## src/rtl/itoar_pkg.sv

```systemverilog
package itoar_pkg;

	localparam int VALUE_WIDTH_DEF = 32;
	localparam int IN_WIDTH        = 32;
	localparam int RADIX_WIDTH     = 6;

	localparam logic [RADIX_WIDTH-1:0] RADIX_MIN = 6'd2;
	localparam logic [RADIX_WIDTH-1:0] RADIX_MAX = 6'd36;
	localparam logic [RADIX_WIDTH-1:0] RADIX_DEC = 6'd10;

	localparam logic [7:0] CHR_ZERO  = 8'h30;
	localparam logic [7:0] CHR_A     = 8'h61;
	localparam logic [7:0] CHR_MINUS = 8'h2d;

	typedef struct packed {
		logic                   op;
		logic [IN_WIDTH-1:0]    value_bits;
		logic [RADIX_WIDTH-1:0] radix;
	} num_t;

	typedef struct packed {
		logic [7:0] character;
		logic       last;
	} txt_t;

	function automatic logic [7:0] char_of_digit(input logic [RADIX_WIDTH-1:0] d);
		logic [7:0] dw;
		dw = {2'b00, d};
		if (d > 6'd9) begin
			char_of_digit = CHR_A - 8'd10 + dw;
		end else begin
			char_of_digit = CHR_ZERO + dw;
		end
	endfunction

endpackage

```

## src/rtl/integer_to_ascii_radix_unit.sv

```systemverilog
// Integer to ASCII conversion, radix 2 to 36, most significant character first.
// Input channel num (num_valid / num_stall / num): one word per number, taking op,
// value_bits and radix. op = 1 is unsigned decimal; op = 0 uses radix (clamped to
// 2..36), and in radix 10 a negative value comes out as '-' and its magnitude.
// Output channel txt (txt_valid / txt_stall / txt): one word per character, last
// set on the final one. No terminating NUL.
// The value is divided by the radix with a restoring long division, one quotient
// bit per cycle; digits are held on a shift stack and emitted from the output
// register one per cycle while txt is not stalled.
// Digits per number with VALUE_WIDTH = 32: up to 10 in radix 10, up to 32 in radix 2.
// One number is converted at a time; num_stall is high from acceptance until the
// last character has been loaded into the output register.
// A stall on txt holds the output word and pauses emission; division carries on.
// Reset (arst_n low) empties the block and drops any word in flight.
module integer_to_ascii_radix_unit #(
	parameter int VALUE_WIDTH = itoar_pkg::VALUE_WIDTH_DEF
) (
	input  logic             clk,
	input  logic             arst_n,
	input  logic             num_valid,
	output logic             num_stall,
	input  itoar_pkg::num_t  num,
	output logic             txt_valid,
	input  logic             txt_stall,
	output itoar_pkg::txt_t  txt
);

	localparam int BW = $clog2(VALUE_WIDTH);
	localparam int CW = $clog2(VALUE_WIDTH + 1);
	localparam int RW = itoar_pkg::RADIX_WIDTH;

	typedef enum logic [3:0] {
		ST_IDLE  = 4'b0001,
		ST_DIV   = 4'b0010,
		ST_MINUS = 4'b0100,
		ST_EMIT  = 4'b1000
	} state_t;

	state_t               state_q;
	logic [VALUE_WIDTH-1:0] quo_q;
	logic [RW-1:0]        radix_q;
	logic [RW-1:0]        rem_q;
	logic                 nz_q;
	logic                 minus_q;
	logic [BW-1:0]        bit_q;
	logic [CW-1:0]        cnt_q;
	logic [RW-1:0]        stk_q [VALUE_WIDTH];
	logic                 txt_valid_q;
	itoar_pkg::txt_t      txt_q;

	logic                   accept;
	logic                   slot_free;
	logic                   txt_load;
	logic [RW-1:0]          base;
	logic [VALUE_WIDTH-1:0] v_in;
	logic                   neg;
	logic [RW:0]            trial;
	logic                   qbit;
	logic [RW-1:0]          rem_nx;
	logic                   nz_nx;
	logic                   digit_done;

	assign num_stall = (state_q != ST_IDLE);
	assign accept    = num_valid && (state_q == ST_IDLE);
	assign slot_free = !txt_valid_q || !txt_stall;
	assign txt_load  = slot_free && ((state_q == ST_MINUS) || (state_q == ST_EMIT));
	assign txt_valid = txt_valid_q;
	assign txt       = txt_q;

	always_comb begin
		if (num.op) begin
			base = itoar_pkg::RADIX_DEC;
		end else if (num.radix < itoar_pkg::RADIX_MIN) begin
			base = itoar_pkg::RADIX_MIN;
		end else if (num.radix > itoar_pkg::RADIX_MAX) begin
			base = itoar_pkg::RADIX_MAX;
		end else begin
			base = num.radix;
		end
		v_in = VALUE_WIDTH'(num.value_bits);
		neg  = !num.op && (base == itoar_pkg::RADIX_DEC) && v_in[VALUE_WIDTH-1];
	end

	// restoring division step
	always_comb begin
		trial = {rem_q, quo_q[VALUE_WIDTH-1]};
		qbit  = (trial >= {1'b0, radix_q});
		if (qbit) begin
			rem_nx = RW'(trial - {1'b0, radix_q});
		end else begin
			rem_nx = trial[RW-1:0];
		end
		nz_nx      = nz_q || qbit;
		digit_done = (bit_q == BW'(VALUE_WIDTH - 1));
	end

	always_ff @(posedge clk or negedge arst_n) begin
		if (!arst_n) begin
			state_q     <= ST_IDLE;
			cnt_q       <= '0;
			bit_q       <= '0;
			txt_valid_q <= 1'b0;
		end else begin
			if (txt_load) begin
				txt_valid_q <= 1'b1;
			end else if (!txt_stall) begin
				txt_valid_q <= 1'b0;
			end
			case (state_q)
				ST_IDLE: begin
					if (accept) begin
						state_q <= ST_DIV;
						cnt_q   <= '0;
						bit_q   <= '0;
					end
				end
				ST_DIV: begin
					if (digit_done) begin
						bit_q <= '0;
						cnt_q <= cnt_q + CW'(1);
						if (!nz_nx) begin
							state_q <= minus_q ? ST_MINUS : ST_EMIT;
						end
					end else begin
						bit_q <= bit_q + BW'(1);
					end
				end
				ST_MINUS: begin
					if (slot_free) begin
						state_q <= ST_EMIT;
					end
				end
				ST_EMIT: begin
					if (slot_free) begin
						cnt_q <= cnt_q - CW'(1);
						if (cnt_q == CW'(1)) begin
							state_q <= ST_IDLE;
						end
					end
				end
				default: begin
					state_q <= ST_IDLE;
				end
			endcase
		end
	end

	always_ff @(posedge clk) begin
		case (state_q)
			ST_IDLE: begin
				if (accept) begin
					quo_q   <= neg ? (~v_in + VALUE_WIDTH'(1)) : v_in;
					radix_q <= base;
					minus_q <= neg;
					rem_q   <= '0;
					nz_q    <= 1'b0;
				end
			end
			ST_DIV: begin
				quo_q <= {quo_q[VALUE_WIDTH-2:0], qbit};
				if (digit_done) begin
					rem_q    <= '0;
					nz_q     <= 1'b0;
					stk_q[0] <= rem_nx;
					for (int i = 1; i < VALUE_WIDTH; i++) begin
						stk_q[i] <= stk_q[i-1];
					end
				end else begin
					rem_q <= rem_nx;
					nz_q  <= nz_nx;
				end
			end
			ST_MINUS: begin
				if (slot_free) begin
					txt_q.character <= itoar_pkg::CHR_MINUS;
					txt_q.last      <= 1'b0;
				end
			end
			ST_EMIT: begin
				if (slot_free) begin
					txt_q.character <= itoar_pkg::char_of_digit(stk_q[0]);
					txt_q.last      <= (cnt_q == CW'(1));
					for (int i = 0; i < VALUE_WIDTH - 1; i++) begin
						stk_q[i] <= stk_q[i+1];
					end
				end
			end
			default: begin
			end
		endcase
	end

endmodule
```

## config.mk

```make
export PLATFORM = sky130hd
export DESIGN_NAME = integer_to_ascii_radix_unit
export DESIGN_NICKNAME = d
export VERILOG_FILES = /design/src/rtl/itoar_pkg.sv /design/src/rtl/integer_to_ascii_radix_unit.sv
export SDC_FILE = /design/constraint.sdc
export NUM_CORES = 1
export LEC_CHECK = 0
export ABC_AREA = 1
export BUFFER_PORTS_ARGS = -buffer_cell sky130_fd_sc_hd__buf_2
export CORE_AREA = 4 4 177 145
export CTS_BUF_LIST = sky130_fd_sc_hd__clkbuf_16
export DETAILED_ROUTE_END_ITERATION = 10
export DIE_AREA = 0 0 181 149
export GPL_ROUTABILITY_DRIVEN = 0
export PLACE_DENSITY = 0.72
export SETUP_SLACK_MARGIN = 0.05
export SYNTH_ARGS = -nofsm -noshare
export SYNTH_HDL_FRONTEND = slang
export SYNTH_SLANG_ARGS = --single-unit
```

## constraint.sdc

```tcl
create_clock -name clk -period 14.43 [get_ports clk]
set_clock_uncertainty 0.15 [all_clocks]
set_input_delay 4.329 -clock clk [delete_from_list [all_inputs] [get_ports clk]]
set_output_delay 4.329 -clock clk [all_outputs]
set_load 0.005 [all_outputs]
```

After elaboration in Yosys (flattened, before gate mapping)
Memories as Yosys holds them, arrays and structs flattened.
Cells that the tools add are included.
{"block": "word_totals", "reg_bits": 71, "ramBits": 192, "output_inout_bits": 11, "memories": 1}
{"memory": "stk_q", "words": 32, "word_bits": 6, "read_ports": 32, "rd_ports_with_merged_regs": 0, "write_ports": 32, "line": "integer_to_ascii_radix_unit.sv:47", "source": "logic [RW-1:0] stk_q [VALUE_WIDTH];"}
{"block": "classes", "add_sub_neg": 7, "n_lt_le_gt_ge": 4, "eq_ne": 15, "n_mux": 70, "bitwise": 32, "n_reduce_logical": 18}
{"cell": "$mux W6", "n": 39}
{"cell": "$mux W32", "n": 2}
{"cell": "$pmux W32 S2", "n": 1}
{"cell": "$add A32 B1 Y32 const B", "n": 1}
{"cell": "$not A32 Y32", "n": 1}
{"cell": "$or A1 B1 Y1", "n": 31}
{"cell": "$mux W4", "n": 7}
{"cell": "$mux W9", "n": 2}
{"cell": "$pmux W6 S3", "n": 1}
{"cell": "$pmux W9 S2", "n": 1}
{"cell": "$pmux W4 S4", "n": 1}
{"cell": "$pmux W6 S2", "n": 1}
{"cell": "$mux W1", "n": 10}
{"cell": "$mux W5", "n": 2}
{"cell": "$ne A2 B2 Y1 const B", "n": 5}
{"cell": "$pmux W5 S2", "n": 1}
{"cell": "$add A7 B6 Y8 const A", "n": 1}
{"cell": "$mux W8", "n": 1}
{"cell": "$add A6 B6 Y7 const A", "n": 1}
{"cell": "$ge A7 B6 Y1", "n": 1}
{"cell": "$add A6 B1 Y6 const B", "n": 1}
{"cell": "$eq A6 B1 Y1 const B", "n": 1}
{"cell": "$eq A6 B4 Y1 const B", "n": 1}
{"cell": "$gt A6 B4 Y1 const B", "n": 1}
{"cell": "22 further kinds", "n": 32}

Logic depth before layout (Yosys ltp)
Gate-level depths: netlist (run 1).
{"block": "depth", "ltp_word": 10, "mapped_depth": 12, "ltp_nobuf": 12}

Least setup slack after synthesis (run 1)
No wires, ideal clock.
{"block": "synth_path", "path_type": "in2reg", "startpoint": "in txt_stall", "endpoint": "mem stk_q[0][0] (netlist name), enable pin", "setup_ns": 1.490, "arrival_ns": 8.219, "t_required_ns": 12.790, "slack_ns": 4.571, "path_stages": 5, "cell_sequence": "nand2_1 nand2_1 clkbuf_1 clkbuf_1 nand2_1"}
{"element": "start: declaration", "line": "integer_to_ascii_radix_unit.sv:24", "source": "input logic txt_stall,"}
{"element": "end: declaration", "line": "integer_to_ascii_radix_unit.sv:47"}

==> impl_metrics.csv, run 1 <==
group,metric,value,unit
run_status,result_of_the_run,"finished, final reports clean",
yosys,synth.distinct_cells,35,
clock_network,htree_levels,1,
yosys,synth_xor_xnor_area_share,0.00270,
yosys,ys_async_sr_fraction,0.0608,
yosys,synth_area_in_simple_gates,0.252,
sta,timing.final.ws_setup,7690,ps
worst_setup_path,timing_worst_setup_path_type,"in -> reg",
place,hpwl,15400,um
yosys,synth.area.mux_share,0,
yosys,syn_nets,1526,
cells_and_area,areaGrowthSynthToFinish,10.3,%
sta,slew_viol_final,0,
sta,ratio_of_final_minimum_period_to_clock_period,0.467,
yosys,yosys-top-cells-area,"sky130_fd_sc_hd__edfxtp_1, sky130_fd_sc_hd__nand2_1, sky130_fd_sc_hd__inv_1, sky130_fd_sc_hd__o21ai_0, sky130_fd_sc_hd__nand3_1",
drt,firstDrtPassIters,5,
worst_setup_path,cpMaxStageDelayCell,"sky130_fd_sc_hd__buf_4",
sta,final.setup.tns,0,ps
clock_network,clk-insertion-delay-late,530,ps
job,cap_viol_max_count,0,
drt,drt-vias-per-instance,5.19,
global_routing,groute.usage.overall,0.184,
worst_setup_path,worst_path_largest_cell_delay,780,ps
drt,drt-initial-drc-count,792,
global_routing,grt_pass1_wl,42600,um
clock_network,worst_setup_hold_path_clk_slew,60,ps
yosys,yosys_warnings,0,
worst_setup_path,r2r_setup_slack,10810,ps
yosys,avg_inst_size_synth,8.87,um2
yosys,synth.largest_area_cell,"sky130_fd_sc_hd__edfxtp_1",
floorplanning,die_height,149,um
clock_network,cts_made_buffers,27,
drt,detailroute.via_count,9513,
place,place.port_buffers,53,
floorplanning,die_wd,181,um
drt,finalWirelength,24700,um
clock_network,ctsLongestPathBuffers,3,
yosys,synth-seq-area-share,0.602,
cells_and_area,final_core_util,0.598,
cells_and_area,layout-drive-gt1-share,0.0773,
clock_network,post_cts_buffers,0,
global_routing,grt_max_degree,94,
global_routing,antenna_found_initial,0,
drt,route.antenna.remaining_nets,0,
worst_setup_path,setup.worst_path.end_class,"register",
yosys,yosys.area_share.adder,0.0189,
yosys,netlist_area_before_placement,0.0130,mm2
yosys,synth_top_flop_cell,"sky130_fd_sc_hd__edfxtp_1",
sta,final.min_clock_period,6740,ps
yosys,synth_compound_gate_area_share,0.0610,
sta,worst_slew_pin_slew,1150,ps
global_routing,global_route.overflow_total,0,
place,preCtsSetupSlack,7110,ps
global_routing,grt_pass1_vias,9013,
clock_network,postCtsHoldBufs,0,
clock_network,cts.root.buffer_cell,"sky130_fd_sc_hd__clkbuf_16",
cells_and_area,finish.net_count,1557,
drt,detail_route.drc_violations,0,
worst_setup_path,crit_chain,"buf_2 -> nand2_1 -> nand2_4 -> buf_4 -> nand2_4 -> buf_4",
sta,timing.slew.headroom,0.230,
cells_and_area,insertedDiodeCount,0,
clock_network,post_cts.resized_instances,0,
power_and_ir_drop,powerDensity,161,mW/mm2
power_and_ir_drop,vdd.ir_drop.worst,0.112,mV
floorplanning,initial_cell_density_of_the_core,0.543,
worst_hold_path,holdCritPathClass,"reg -> reg",
power_and_ir_drop,leakagePower,6.14,nW
sta,grt_setup_unrepaired,"false",
yosys,synth.top_cell.area_share,0.571,
worst_setup_path,arrival,6730,ps
sta,timing.final.setup_violations,0,
yosys,synth.top_cells.by_count,"sky130_fd_sc_hd__nand2_1, sky130_fd_sc_hd__edfxtp_1, sky130_fd_sc_hd__inv_1, sky130_fd_sc_hd__o21ai_0, sky130_fd_sc_hd__nand3_1",
sta,fmax,0.148,GHz
worst_setup_path,worst-path-max-fanout,75,
floorplanning,fp.coreArea,0.0239,mm2
yosys,synthesis.instances,1464,
yosys,synth_most_common_cell,"sky130_fd_sc_hd__nand2_1",
floorplanning,fp.dieArea,0.0270,mm2
worst_setup_path,critical_path.startpoint_type,"input port",
sta,final-hold-violation-count,0,
floorplanning,rows,51,
clock_network,numClockSinks,263,
yosys,ys_ff_latch,263,
worst_setup_path,required,14430,ps
drt,drt-wirelength-per-cell,13.5,um
clock_network,cts_tree,"built",
floorplanning,num_io_pins,54,
yosys,synth-edff-count,247,
yosys,synth_top_family_by_area,"simple AND/OR/NAND/NOR gates",
path summary, 6_finish.rpt:
path                                 endpoint  depth (start not counted)    startpoint
worst max-delay path              stk_q[7][9]                          6     txt_stall
worst min-delay path            stk_q[15][10]                          0  stk_q[15][4]
worst max register to register    stk_q[7][9]                          8    state_q[1]
worst min register to register  stk_q[15][10]                          0  stk_q[15][4]
max in group asynchronous          state_q[0]                          1        arst_n
min in group asynchronous            cnt_q[4]                          1        arst_n
power by group:
part | leakage [nW] | internal, mW | switching [mW]
Combinational | 3.25 | 0.160 | 0.374
Clock | 0.423 | 0.375 | 0.288
Sequential | 2.46 | 1.05 | 0.0618
area by class of cell:
type / count / area, um2
Clock buffer: 27 / 676
Clock inverter: 21 / 155
Fill cell: 2075 / 9610
Inverter: 150 / 563
Multi-Input combinational cell: 991 / 4370
Sequential cell: 263 / 7820
Tap cell: 318 / 398
Timing Repair Buffer: 62 / 333
metrics by stage:
stage,power (mW),cells,area [um2],hold WS [ps]
after floorplan,1.54,1464,13000,277
after global placement,1.64,1784,13500,282
after detailed placement,1.66,1784,13500,285
after CTS,2.33,1832,14300,299
after global routing,2.46,1832,14300,308
final,2.31,1832,14300,298
critical path, delay by kind of cell:
family	cells	cell delay (ps)
buffers and inverters	3	1290
AND/OR/NAND/NOR	3	1000
layer usage:
metal	GRT usage	wire [um]	up-vias
met5	0	0	-
met1	0.286	12600	4428
met4	0.0405	451	0
met2	0.276	10600	196
li1	-	-	4848
met3	0.0293	1140	41
cells in the final DEF, fill, tap and decap left out, drive strengths merged:
| master | Yosys | layout |
|---|---|---|
| o21bai | 1 | 1 |
| xnor2 | 1 | 1 |
| ha | 18 | 18 |
| dfrtp | 15 | 15 |
| a21oi | 16 | 16 |
| o22ai | 2 | 2 |
| o21ai | 110 | 110 |
| edfxtp | 247 | 247 |
| bufinv | 0 | 2 |
| buf | 21 | 62 |
| nand2 | 611 | 611 |
| fa | 1 | 1 |
| clkinvlp | 0 | 3 |
| a31o | 1 | 1 |
| nor2b | 1 | 1 |
| or2 | 5 | 5 |
| nor4 | 1 | 1 |
| o32ai | 1 | 1 |
| nand3 | 101 | 101 |
| a21boi | 1 | 1 |
| nor2 | 84 | 84 |
| a31oi | 9 | 9 |
| clkbuf | 39 | 27 |
| inv | 149 | 157 |
| nand4 | 9 | 9 |
| nor3 | 9 | 9 |
| xor2 | 3 | 3 |
| dfstp | 1 | 1 |
| clkinv | 1 | 9 |
| o211ai | 6 | 6 |
sequential cells by signal, summed over array words and instances (netlist names):
name / count
quo_q: 32
stk_q: 192
radix_q: 6
txt_valid: 1
txt: 9
minus_q: 1
state_q: 4
bit_q: 5
cnt_q: 6
nz_q: 1
rem_q: 6
cells by family (layout without fill, tap and decap cells):
group,after synthesis,after routing
and+or+nand+nor,821,821
buffers and inverters,210,260
AOI/OAI and AO/OA,147,147
DFF,263,263
xor gates and xnor gates,4,4
adders and majority gates,19,19
No activity file was read; power rests on OpenSTA's default activity.
==> run 2, diff against run 1 <==
- clock period: 14.43 -> 6.7 ns (I/O delays scaled with it)
==> impl_metrics.csv, run 2 (synthesis results as in run 1) <==
group,metric,value,unit
run_status,result_of_the_run,"finished, final reports clean",
floorplanning,initial_cell_density_of_the_core,0.543,
clock_network,cts.root.buffer_cell,"sky130_fd_sc_hd__clkbuf_16",
job,cap_viol_max_count,0,
clock_network,clk-insertion-delay-late,530,ps
floorplanning,die_height,149,um
power_and_ir_drop,leakagePower,6.15,nW
floorplanning,num_io_pins,54,
drt,detail_route.drc_violations,0,
drt,drt-wirelength-per-cell,13.2,um
global_routing,grt_pass1_vias,8671,
clock_network,post_cts_buffers,0,
worst_setup_path,worst_path_most_repeated_cell,"sky130_fd_sc_hd__inv_1",
sta,ratio_of_final_minimum_period_to_clock_period,0.587,
sta,final.min_clock_period,3930,ps
clock_network,worst_setup_hold_path_clk_slew,60,ps
cells_and_area,finish.net_count,1556,
worst_hold_path,holdCritPathClass,"reg -> reg",
global_routing,global_route.overflow_total,0,
worst_setup_path,required,4540,ps
global_routing,antenna_found_initial,0,
sta,grt_setup_unrepaired,"false",
sta,timing.final.setup_violations,0,
floorplanning,rows,51,
cells_and_area,layout_common_cells,"sky130_fd_sc_hd__nand2_1, sky130_fd_sc_hd__edfxtp_1, sky130_fd_sc_hd__inv_1",
cells_and_area,layout.cells.most_common,"sky130_fd_sc_hd__nand2_1",
worst_setup_path,critPathTopFamily,"flip-flops",
drt,firstDrtPassIters,5,
worst_setup_path,timing_worst_setup_path_type,"reg -> out",
power_and_ir_drop,vdd.ir_drop.worst,0.228,mV
cells_and_area,fillCellCount,2059,
worst_setup_path,cp.buffers_inverters,3,
sta,worst_slew_pin_slew,1140,ps
worst_setup_path,setup.worst_path.end_class,"output port",
sta,final.setup.tns,0,ps
global_routing,groute.usage.overall,0.178,
worst_setup_path,cpMaxStageDelayCell,"sky130_fd_sc_hd__dfstp_2",
clock_network,cts_tree,"built",
power_and_ir_drop,powerDensity,349,mW/mm2
drt,drt-vias-per-instance,5.19,
cells_and_area,final_core_util,0.600,
floorplanning,fp.dieArea,0.0270,mm2
drt,drt-initial-drc-count,893,
clock_network,cts_made_buffers,26,
clock_network,htree_levels,1,
place,place.port_buffers,53,
worst_setup_path,crit_chain,"inv_1 -> nor3_1 -> inv_1 -> buf_2",
clock_network,numClockSinks,263,
global_routing,grt_pass1_wl,41300,um
sta,timing.slew.headroom,0.241,
sta,slew_viol_final,0,
clock_network,post_cts.resized_instances,0,
cells_and_area,largest_register_ff_count,192,
sta,fmax,0.254,GHz
floorplanning,fp.coreArea,0.0239,mm2
floorplanning,die_wd,181,um
place,hpwl,15300,um
worst_setup_path,arrival,1770,ps
cells_and_area,registers.top_by_ff_count,"stk_q",
drt,route.antenna.remaining_nets,0,
worst_setup_path,worst_path_largest_cell_delay,560,ps
worst_setup_path,critical_path.startpoint_type,"register",
cells_and_area,layout-drive-gt1-share,0.0779,
clock_network,postCtsHoldBufs,0,
sta,final-hold-violation-count,0,
drt,detailroute.via_count,9505,
worst_setup_path,worst-path-max-fanout,4,
global_routing,grt_max_degree,95,
cells_and_area,areaGrowthSynthToFinish,10.6,%
drt,finalWirelength,24200,um
cells_and_area,insertedDiodeCount,0,
clock_network,ctsLongestPathBuffers,3,
[run 2: cell count changes in the layout (fill, tap and decap cells not counted), sizes merged]
cell	before	now
clkinv	9	12
inv	157	154
bufinv	2	3
clkinvlp	3	2
[run 2: final timing paths]
kind | startpoint | cells past startpoint | endpoint | slack [ps]
worst max-delay path | state_q[0] | 4 | num_stall | 2770
worst min-delay path | stk_q[15][4] | 0 | stk_q[15][10] | 300
worst max register to register | state_q[3] | 10 | stk_q[7][2] | 2870
worst min register to register | stk_q[15][4] | 0 | stk_q[15][10] | 300
max in group asynchronous | arst_n | 1 | state_q[0] | 4850
min in group asynchronous | arst_n | 1 | txt_valid | 1240
[run 2: per-stage QoR]
| stage | setup WS, ps | cells | power [mW] | hold slack [ps] | instance area (um2) |
|---|---|---|---|---|---|
| 2_1_floorplan | 1040 | 1464 | 3.29 | 277 | 13000 |
| 3_5_place_dp | 2260 | 1784 | 3.59 | 284 | 13500 |
| 5_1_grt | 2500 | 1832 | 5.33 | 310 | 14400 |
| 6_report | 2770 | 1832 | 5.02 | 298 | 14400 |
| 3_3_place_gp | 2300 | 1784 | 3.54 | 282 | 13500 |
| 4_1_cts | 2760 | 1832 | 5.06 | 301 | 14400 |
[run 2: per-layer routing]
metal,routed length (um),share of wire,track usage,vias to the layer above
met5,0,0,0,-
met4,505,0.021,0.0409,0
met3,1070,0.044,0.0256,44
met2,10400,0.43,0.270,194
met1,12200,0.51,0.277,4420
li1,-,-,-,4847
[run 2: power breakdown]
group | total, mW | switching, mW | internal [mW]
clock | 1.46 | 0.613 | 0.845
sequential | 2.40 | 0.133 | 2.26
combinational | 1.16 | 0.812 | 0.348
[run 2: cell type report]
cell class / count / area, um2 / area share
Multi-Input combinational cell: 991 / 4380 / 0.305
Inverter: 150 / 563 / 0.0392
Clock inverter: 21 / 176 / 0.0123
Tap cell: 318 / 398 / 0.0277
Timing Repair Buffer: 62 / 345 / 0.0241
Clock buffer: 27 / 676 / 0.0471
Sequential cell: 263 / 7820 / 0.545
[run 2: worst reg2reg max path, cell delays in order, from the launching register on]
cell                      delay, ps
sky130_fd_sc_hd__dfrtp_1        400
sky130_fd_sc_hd__inv_2           60
sky130_fd_sc_hd__nand2_1        100
sky130_fd_sc_hd__nor3_4         120
sky130_fd_sc_hd__buf_4          430
sky130_fd_sc_hd__inv_2          450
sky130_fd_sc_hd__nor2_4         220
sky130_fd_sc_hd__inv_2           40
sky130_fd_sc_hd__buf_4          300
sky130_fd_sc_hd__nand2_8        630
sky130_fd_sc_hd__buf_12         490
==> run 3, diff against run 2 <==
- ABC_AREA: 1 -> 0
- CORE_AREA: 4 4 177 145 -> 4 4 174 142
- DIE_AREA: 0 0 181 149 -> 0 0 178 146
- clock period: 6.7 -> 3.95 ns (I/O delays scaled with it)
==> impl_metrics.csv, run 3 <==
group,metric,value,unit
cells_and_area,insertedDiodeCount,0,
cells_and_area,fillCellCount,1857,
clock_network,clk-insertion-delay-late,530,ps
power_and_ir_drop,leakagePower,4.80,nW
job,cap_viol_max_count,0,
drt,drt-wirelength-per-cell,15.0,um
yosys,synthesis.instances,1093,
clock_network,cts.root.buffer_cell,"sky130_fd_sc_hd__clkbuf_16",
worst_setup_path,timing.critical_path.from,"state_q[0]",
sta,fmax,0.317,GHz
drt,finalWirelength,22000,um
yosys,ys_async_sr_fraction,0.0608,
floorplanning,rows,50,
place,place.port_buffers,53,
run_status,result_of_the_run,"finished, final reports clean",
yosys,synth_top_flop_cell,"sky130_fd_sc_hd__edfxtp_1",
global_routing,groute.usage.overall,0.171,
drt,firstDrtPassIters,5,
sta,final.min_clock_period,3150,ps
drt,sum_of_routed_wire_segments_on_met1,10500,um
cells_and_area,final_core_util,0.600,
yosys,synth.top_cells.by_count,"sky130_fd_sc_hd__nand2_1, sky130_fd_sc_hd__edfxtp_1, sky130_fd_sc_hd__mux2_2, sky130_fd_sc_hd__nor2_1, sky130_fd_sc_hd__o21ai_0",
yosys,yosys-top-cells-area,"sky130_fd_sc_hd__edfxtp_1, sky130_fd_sc_hd__nand2_1, sky130_fd_sc_hd__mux2_2, sky130_fd_sc_hd__dfrtp_1, sky130_fd_sc_hd__o21ai_0",
yosys,synth-edff-count,247,
sta,final-hold-violation-count,0,
yosys,synth.largest_area_cell,"sky130_fd_sc_hd__edfxtp_1",
yosys,synth.top_cell.area_share,0.593,
global_routing,grt_pass1_vias,7747,
drt,route.antenna.remaining_nets,0,
worst_setup_path,timing_worst_setup_path_type,"reg -> out",
worst_setup_path,required,2610,ps
power_and_ir_drop,vdd.ir_drop.worst,0.487,mV
worst_hold_path,holdCritPathClass,"reg -> reg",
yosys,avg_inst_size_synth,11.4,um2
clock_network,htree_levels,1,
global_routing,antenna_found_initial,1,
place,preCtsSetupSlack,455,ps
worst_setup_path,worst-path-max-fanout,11,
yosys,yosys_warnings,0,
worst_setup_path,worstReg2RegStart,"bit_q[0]",
cells_and_area,registers.top_by_ff_count,"stk_q",
clock_network,cts_made_buffers,26,
clock_network,worst_setup_hold_path_clk_slew,60,ps
clock_network,numClockSinks,263,
sta,ratio_of_final_minimum_period_to_clock_period,0.799,
clock_network,post_cts_buffers,0,
clock_network,cts_tree,"built",
worst_setup_path,setup.worst_path.end_class,"output port",
sta,grt_setup_unrepaired,"false",
floorplanning,initial_cell_density_of_the_core,0.542,
cells_and_area,largest_register_ff_count,192,
yosys,ys_ff_latch,263,
power_and_ir_drop,powerDensity,568,mW/mm2
yosys,synth-seq-area-share,0.625,
cells_and_area,layout-drive-gt1-share,0.175,
sta,timing.final.ws_setup,796,ps
power_and_ir_drop,post-layout-total-power,7.87,mW
drt,detail_route.drc_violations,0,
yosys,synth_most_common_cell,"sky130_fd_sc_hd__nand2_1",
global_routing,grt_pass1_wl,37400,um
yosys,netlist_area_before_placement,0.0125,mm2
floorplanning,num_io_pins,54,
global_routing,global_route.overflow_total,0,
worst_setup_path,cpMaxStageDelayCell,"sky130_fd_sc_hd__dfstp_2",
place,hpwl,14000,um
cells_and_area,layout.cells.most_common,"sky130_fd_sc_hd__nand2_1",
drt,met2_wirelength,9900,um
floorplanning,die_wd,178,um
worst_setup_path,critical_path.startpoint_type,"register",
worst_setup_path,crit_chain,"nor4b_1 -> inv_1 -> buf_2",
yosys,synth.distinct_cells,66,
cells_and_area,layout_common_cells,"sky130_fd_sc_hd__nand2_1, sky130_fd_sc_hd__edfxtp_1, sky130_fd_sc_hd__mux2_2",
worst_setup_path,arrival,1820,ps
sta,worst_slew_pin_slew,1050,ps
floorplanning,fp.dieArea,0.0260,mm2
clock_network,ctsLongestPathBuffers,3,
sta,final.setup.tns,0,ps
sta,timing.final.setup_violations,0,
drt,drt-vias-per-instance,5.42,
cells_and_area,finish.net_count,1199,
yosys,syn_nets,1155,
drt,drt-initial-drc-count,656,
floorplanning,fp.coreArea,0.0231,mm2
cells_and_area,areaGrowthSynthToFinish,10.8,%
worst_hold_path,hold_start,"stk_q[15][3]",
floorplanning,die_height,146,um
sta,slew_viol_final,0,
clock_network,postCtsHoldBufs,0,
drt,top_layer_used,"met5",
global_routing,grt_max_degree,106,
sta,timing.slew.headroom,0.300,
clock_network,post_cts.resized_instances,0,
worst_setup_path,worst_path_largest_cell_delay,650,ps
drt,detailed_routed_wire_length_on_met3,1130,um
drt,detailroute.via_count,7933,
-- run 3: layer usage --
layer,up-vias,global-route usage
li1,3971,-
met1,3746,0.252
met2,172,0.264
met3,42,0.0319
met4,2,0.0410
met5,-,0
-- run 3: per-stage QoR --
stage	cell area, um2	cells	hold slack (ps)
after global routing	13900	1465	321
after floorplan	12500	1093	272
final	13900	1465	305
after detailed placement	13100	1421	293
after CTS	13900	1465	309
after global placement	13100	1421	276
-- run 3: cells by family after synthesis --
kind of cell,count (synthesis),synth area share
AOI/OAI and AO/OA,139,0.0693
xor gates and xnor gates,33,0.0231
adders and majority gates,19,0.0196
buffers and inverters,82,0.0282
DFF,263,0.625
muxes,82,0.0738
and+or+nand+nor,475,0.161
-- run 3: power breakdown --
group	internal, mW	switching (mW)	total, mW
combinational	0.609	1.15	1.76
clock	1.19	1.01	2.20
sequential	3.69	0.227	3.92
total	5.49	2.39	7.87
-- run 3: cell type report --
cell class	count	area, um2	share of cell area
Clock buffer	26	651	0.0470
Sequential cell	263	7820	0.564
Clock inverter	18	88.8	0.00641
Timing Repair Buffer	69	423	0.0305
Tap cell	312	390	0.0282
Multi-Input combinational cell	748	4370	0.316
Inverter	29	109	0.00786
-- run 3: path summary, 6_finish.rpt --
check | to | slack [ps] | cells past startpoint
worst min-delay path | stk_q[15][9] | 300 | 0
min in group asynchronous | cnt_q[5] | 420 | 1
worst min register to register | stk_q[15][9] | 300 | 0
max in group asynchronous | state_q[0] | 2920 | 1
worst max-delay path | num_stall | 800 | 3
worst max register to register | stk_q[11][5] | 1150 | 6
-- run 3: critical path: cells and delay by family, from the launching register on --
family / cells / cell delay, ps
buffers and inverters: 2 / 290
DFF: 1 / 650
and+or+nand+nor: 1 / 360
